[config.mk]
export PLATFORM = sky130hd
export DESIGN_NAME = rtph_sqrt
export DESIGN_NICKNAME = d
export VERILOG_FILES = /design/src/rtl/core/rtph_pkg.sv /design/src/rtl/core/rtph_sqrt.sv
export SDC_FILE = /design/constraint.sdc
export NUM_CORES = 2
export LEC_CHECK = 0
export BUFFER_PORTS_ARGS = -buffer_cell sky130_fd_sc_hd__buf_2
export CAP_MARGIN = 10
export CORE_MARGIN = 2
export CORE_UTILIZATION = 45
export DETAILED_ROUTE_END_ITERATION = 7
export PLACE_DENSITY = 0.68
export SLEW_MARGIN = 20
export SYNTH_ARGS = -nofsm -noshare
export SYNTH_HDL_FRONTEND = slang
export SYNTH_SLANG_ARGS = --single-unit
[constraint.sdc]
create_clock -name clk -period 9.04 [get_ports clk]
set_input_delay 1.356 -clock clk [delete_from_list [all_inputs] [get_ports clk]]
set_output_delay 1.356 -clock clk [all_outputs]
set_load 0.05 [all_outputs]
[src/rtl/core/rtph_pkg.sv]
// ============================================================================
// rtph_pkg
// Shared types and constants for the rectangular-to-polar heading pipeline.
// ============================================================================
package rtph_pkg;

    // Defaults for the top-level parameters
    localparam int COORD_WIDTH_DEF     = 16;
    localparam int ANGLE_FRAC_BITS_DEF = 8;

    // Result field widths
    localparam int DIST_BITS = 16;
    localparam int HEAD_BITS = 17;

    // CORDIC datapath: coordinates are left-aligned to bit 60 in a 64-bit word
    localparam int CORDIC_STEPS   = 26;
    localparam int CORDIC_W       = 64;
    localparam int ALIGN_BIT      = 60;
    // Angle accumulator in degrees with 24 fraction bits
    localparam int ANG_UNIT_BITS  = 24;
    localparam int ANG_W          = 32;
    // Clamped first-quadrant angle, 0..90 degrees
    localparam int ANG_CLAMP_W    = 31;
    // Heading before rounding, 0..360 degrees plus half a step
    localparam int HEAD_WIDE_W    = 34;

    // Heading stage count after the CORDIC iterations: clamp, offset, round/wrap
    localparam int HEAD_POST_STAGES = 3;
    localparam int CORDIC_LAT       = CORDIC_STEPS + HEAD_POST_STAGES;

    // Square root stage count outside the per-bit iterations: square, sum, round
    localparam int SQRT_EXTRA_STAGES = 3;

    localparam logic signed [ANG_W-1:0] DEG90_Z = ANG_W'(90) <<< ANG_UNIT_BITS;

    // atan(2^-i) in degrees times 2^24
    localparam logic signed [ANG_W-1:0] ATAN_TAB [CORDIC_STEPS] = '{
        32'sd754974720, 32'sd445687602, 32'sd235489089, 32'sd119537938,
        32'sd60000934,  32'sd30029717,  32'sd15018523,  32'sd7509720,
        32'sd3754917,   32'sd1877466,   32'sd938734,    32'sd469367,
        32'sd234684,    32'sd117342,    32'sd58671,     32'sd29335,
        32'sd14668,     32'sd7334,      32'sd3667,      32'sd1833,
        32'sd917,       32'sd458,       32'sd229,       32'sd115,
        32'sd57,        32'sd29
    };

    // Sign and zero flags of the input point
    typedef struct packed {
        logic x_neg;
        logic y_neg;
        logic x_zero;
        logic y_zero;
    } quad_t;

endpackage

[src/rtl/core/rtph_sqrt.sv]
// ============================================================================
// rtph_sqrt
// Distance pipeline: squares, sum, one square-root bit per stage, then
// round to nearest using the final remainder.
// ============================================================================
module rtph_sqrt
    import rtph_pkg::*;
#(
    parameter int COORD_WIDTH = COORD_WIDTH_DEF,
    parameter int LAT         = COORD_WIDTH_DEF + SQRT_EXTRA_STAGES
) (
    input  logic                   clk,
    input  logic                   en,
    input  logic [COORD_WIDTH-1:0] ax,
    input  logic [COORD_WIDTH-1:0] ay,
    output logic [DIST_BITS-1:0]   distance
);

    localparam int SQ_W    = 2 * COORD_WIDTH;
    localparam int OWN_LAT = COORD_WIDTH + SQRT_EXTRA_STAGES;
    localparam int PAD     = LAT - OWN_LAT;
    localparam int DWIDE   = (COORD_WIDTH + 1 > DIST_BITS) ? COORD_WIDTH + 1 : DIST_BITS;

    logic [SQ_W-1:0]        sqx_reg;
    logic [SQ_W-1:0]        sqy_reg;
    logic [SQ_W-1:0]        n_reg;

    logic [SQ_W-1:0]        rem_reg  [COORD_WIDTH];
    logic [COORD_WIDTH-1:0] root_reg [COORD_WIDTH];

    logic [DWIDE-1:0]       dist_wide;
    logic [DIST_BITS-1:0]   dist_reg;

    // Squares, then their sum
    always_ff @(posedge clk)
    begin
        if (en)
        begin
            sqx_reg <= SQ_W'(ax) * SQ_W'(ax);
            sqy_reg <= SQ_W'(ay) * SQ_W'(ay);
            n_reg   <= sqx_reg + sqy_reg;
        end
    end

    // Restoring square root, most significant result bit first
    for (genvar j = 0; j < COORD_WIDTH; j++) begin : g_bit
        localparam int K = COORD_WIDTH - 1 - j;

        logic [SQ_W-1:0]        rem_src;
        logic [COORD_WIDTH-1:0] root_src;
        logic [SQ_W-1:0]        trial;

        if (j == 0) begin : g_first
            assign rem_src  = n_reg;
            assign root_src = '0;
        end else begin : g_next
            assign rem_src  = rem_reg[j-1];
            assign root_src = root_reg[j-1];
        end

        // (root + 2^K)^2 - root^2
        assign trial = (SQ_W'(root_src) << (K + 1)) + (SQ_W'(1) << (2 * K));

        always_ff @(posedge clk)
        begin
            if (en)
            begin
                if (rem_src >= trial)
                begin
                    rem_reg[j]  <= rem_src - trial;
                    root_reg[j] <= root_src | (COORD_WIDTH'(1) << K);
                end
                else
                begin
                    rem_reg[j]  <= rem_src;
                    root_reg[j] <= root_src;
                end
            end
        end
    end

    // Round up when the remainder exceeds the root
    assign dist_wide = DWIDE'(root_reg[COORD_WIDTH-1])
                     + DWIDE'(rem_reg[COORD_WIDTH-1] > SQ_W'(root_reg[COORD_WIDTH-1]));

    always_ff @(posedge clk)
    begin
        if (en)
            dist_reg <= dist_wide[DIST_BITS-1:0];
    end

    // Delay to line up with the heading path
    if (PAD > 0) begin : g_pad
        logic [DIST_BITS-1:0] dly_reg [PAD];

        always_ff @(posedge clk)
        begin
            if (en)
                dly_reg[0] <= dist_reg;
        end

        for (genvar p = 1; p < PAD; p++) begin : g_tap
            always_ff @(posedge clk)
            begin
                if (en)
                    dly_reg[p] <= dly_reg[p-1];
            end
        end

        assign distance = dly_reg[PAD-1];
    end else begin : g_nopad
        assign distance = dist_reg;
    end

endmodule

==> impl_results.md <==
- Outcome: finished, final reports clean
- Via count: about 32k
- Initial DRC count: 1,825
- WL met1: 40,700 um
- Row count: around 120
- Clock latency on the worst-skew pair: 620 ps
- Sink Count: 758
- Met2 wire len: between 50,000 and 60,000 um
- Area grow syn2layout: 8.81%
- Syn_nets: 5,231
- Static leakage: 23.8 nW
- Slew @ Worst Pin: approximately 1000 ps
- Core box area: 111,000 um^2
- Non-filler instance count after layout: 6,062
- Crit-path cells: buf_2 -> nand2_1 -> fa_1 -> fa_1 -> inv_1 -> fa_1 -> fa_1 -> fa_1 -> inv_1 -> fa_1 -> inv_1 -> ha_1 -> a21o_1 -> a21o_1 -> a21o_1 -> a31oi_1 -> o21ai_1 -> a21o_1 -> a311o_1 -> o2111ai_1 -> o211ai_1
- Met3 wire len: 3720 um
- # port buffers: 49
- Dpl ws: 1220 ps
- Layout cell share with drive strength beyond 1: under 10%
- Synthesized flop and latch total: 758
- Die Span X: between 300 and 400 um
- Clk buf depth: 3
- Post-synth cell types: 76
- Top Metal Used: met5
- Most used DFF post-synth: edfxtp_1
- Fin crit share: about 80%
- FFs w/ async S/R, synth: 0%
- Pins over their slew limit: 0
- Remaining Overflow, GRT: 0
- Avg Cell Area, Syn: 11.3 um^2
- Util after Layout: 49.5%
- RSZ-0062 raised after global routing: no
- CTS root buf: clkbuf_16
- Post-CTS setup buffer count: 0
- Worst-path clk slew: 60 ps
- Htree depth: 3
- Yosys Warn Count: 0
- CP max-delay cell: fa_1
- Initial core utilization: 45.5%
- Flip-flop count of the largest register after layout: 512
- First-pass GRT wire length: 166,000 um
- Most area-consuming cells after synthesis: edfxtp_1, fa_1, ha_1
- Post-CTS Resized: 0
- Final setup fails: 0
- Synth Area in XOR/XNOR: 5.60%
- Setup WS post-layout: approximately 1900 ps
- DP HPWL: approximately 80,000 um
- Critical Path End Type: flip-flop
- Main combinational cell family by area after synthesis: adder cells
- Synth Instances: around 4.5k
- Inst Count DP: ~6k
- Highest ir drop seen on vdd: 0.618 mV
- Adder-cell share of the synthesized area: 22.9%
- Routed WL: 101,000 um
- Compound-Gate Fraction of Synth Area: 8.36%
- Top post-synthesis cells by count: edfxtp_1, inv_1, ha_1, nand2_1, fa_1
- Final nets: 5,278
- Worst Path Arrival: 7530 ps
- Multiplexer share of the synthesized area: 0.483%
- Worst setup path class: in -> reg
- Post-synth top area share: 45.1%
- # Max-Cap Violations: 0
- Fillers: between 9k and 10k
- GRT Total Usage: 17.9%
- CP Launch Type: primary input
- Rel. slew slack: around 29%
- Most common cell in the netlist: edfxtp_1
- Drc violations: 0
- Pin count of the biggest net entering global routing: 127
- Final Skew: between 15 and 20 ps
- Most used cell, CP: fa_1
- Clock buffer count from CTS: 79
- Initial antenna violation count: 1
- Post-synth EDFFs: between 700 and 800
- Pwr dens: 326 nW/um^2
- Post-layout minimum cycle time: 7160 ps
- Die area: 115,000 um^2
- Fmax: 140 MHz
- Syn Std Cell Area: around 51,000 um^2
- Avg WL per Cell: about 17 um
- Io pins: 50
- Vias in the first global route: 32.6k
- Synth area leader: edfxtp_1
- Critical Path Fanout Max: 18
- Antenna diode count: 0
- Drt first pass iters: 5
- Crit path largest cell delay: ~560 ps
- Fin. Hold Viols: 0
- Seq/Total Area, Yosys: about 45%
- DR vias/cell: 5.22
- Post-DRT Antenna Nets: 0
- TritonCTS clock tree: done
- Setup TNS: 0 ps
- Simple-Gate Fraction of Synth Area: 11.4%
- Gpl congestion: 0.868
- CTS Hold Bufs: 0
- Worst min path class: reg -> reg
- Critical Path RT: 9410 ps
- Die Height: 339 um
## routing by layer
| metal | vias to the layer above | GRT usage, % |
|---|---|---|
| met1 | 15400 | 21.3 |
| met3 | 169 | 2.21 |
| met5 | - | 0 |
| met4 | 2 | 6.55 |
| met2 | 559 | 32.8 |
| li1 | 15500 | - |
## through the flow
step	hold WS, ps	instance area [um^2]	power [mW]
final	439	55000	17.9
after detailed placement	427	52400	14.9
after global placement	423	52400	14.7
after global routing	444	55000	19.5
after floorplan	417	50500	12.6
after CTS	439	55000	18.1
## critical path, delay by kind of cell
kind | cells | cell delay (ps)
compound gates | 9 | 1990
fa+ha+maj | 7 | 3540
simple gates | 1 | 140
buf+inv | 4 | 490
## layout make-up
type	instances	area, um^2	share of cell area [%]
Timing Repair Buffer	66	408	0.742
Multi-Input combinational cell	2880	24700	44.9
Tap cell	1488	1860	3.39
Sequential cell	758	22800	41.4
Clock inverter	45	450	0.820
Inverter	730	2740	4.99
Clock buffer	95	2080	3.78
## logic make-up (layout without fill, tap and decap cells)
kind of cell | Yosys count | after routing
buffers and inverters | 830 | 936
XOR/XNOR | 323 | 323
adder cells (fa/ha/maj) | 729 | 729
AND/OR/NAND/NOR | 1141 | 1141
AO/OA/AOI/OAI | 665 | 665
flip-flops | 758 | 758
multiplexers | 22 | 22
## placed cells by master, fill, tap and decap left out, drive strengths merged, types with 14 or more instances in the layout
| cell type | netlist | routed |
|---|---|---|
| or3 | 31 | 31 |
| inv | 730 | 734 |
| clkinv | 0 | 30 |
| ha | 404 | 404 |
| xor2 | 132 | 132 |
| and3 | 28 | 28 |
| mux2 | 19 | 19 |
| a21o | 98 | 98 |
| nand3 | 62 | 62 |
| nand3b | 14 | 14 |
| nor2b | 39 | 39 |
| o21ai | 177 | 177 |
| edfxtp | 758 | 758 |
| o21a | 52 | 52 |
| fa | 325 | 325 |
| a21boi | 20 | 20 |
| nand2b | 27 | 27 |
| nand2 | 354 | 354 |
| xnor2 | 191 | 191 |
| buf | 10 | 66 |
| clkbuf | 90 | 95 |
| and2 | 79 | 79 |
| o21bai | 15 | 15 |
| nor4b | 17 | 17 |
| a211oi | 16 | 16 |
| nor2 | 203 | 203 |
| nor4 | 85 | 85 |
| a21oi | 168 | 168 |
| nand4 | 43 | 43 |
| nor3 | 92 | 92 |
| o31ai | 25 | 25 |
| a31oi | 19 | 19 |
## where the power goes
| group | internal [mW] | switching [mW] | total, mW |
|---|---|---|---|
| sequential | 5.14 | 0.454 | 5.59 |
| clock | 1.87 | 1.32 | 3.20 |
| combinational | 3.94 | 5.20 | 9.14 |
| total | 11.0 | 6.97 | 17.9 |
## worst paths after layout
path                    from                    to  slack [ps]  cells after the start
min          rem_reg[0][116]       rem_reg[0][148]         440                      0
max                    ay[4]           sqy_reg[30]        1880                     21
min reg2reg  rem_reg[0][116]       rem_reg[0][148]         440                      0
max reg2reg       sqy_reg[3]  g_bit[0].rem_src[30]        5250                     10
(Power assumes the default switching activity.)
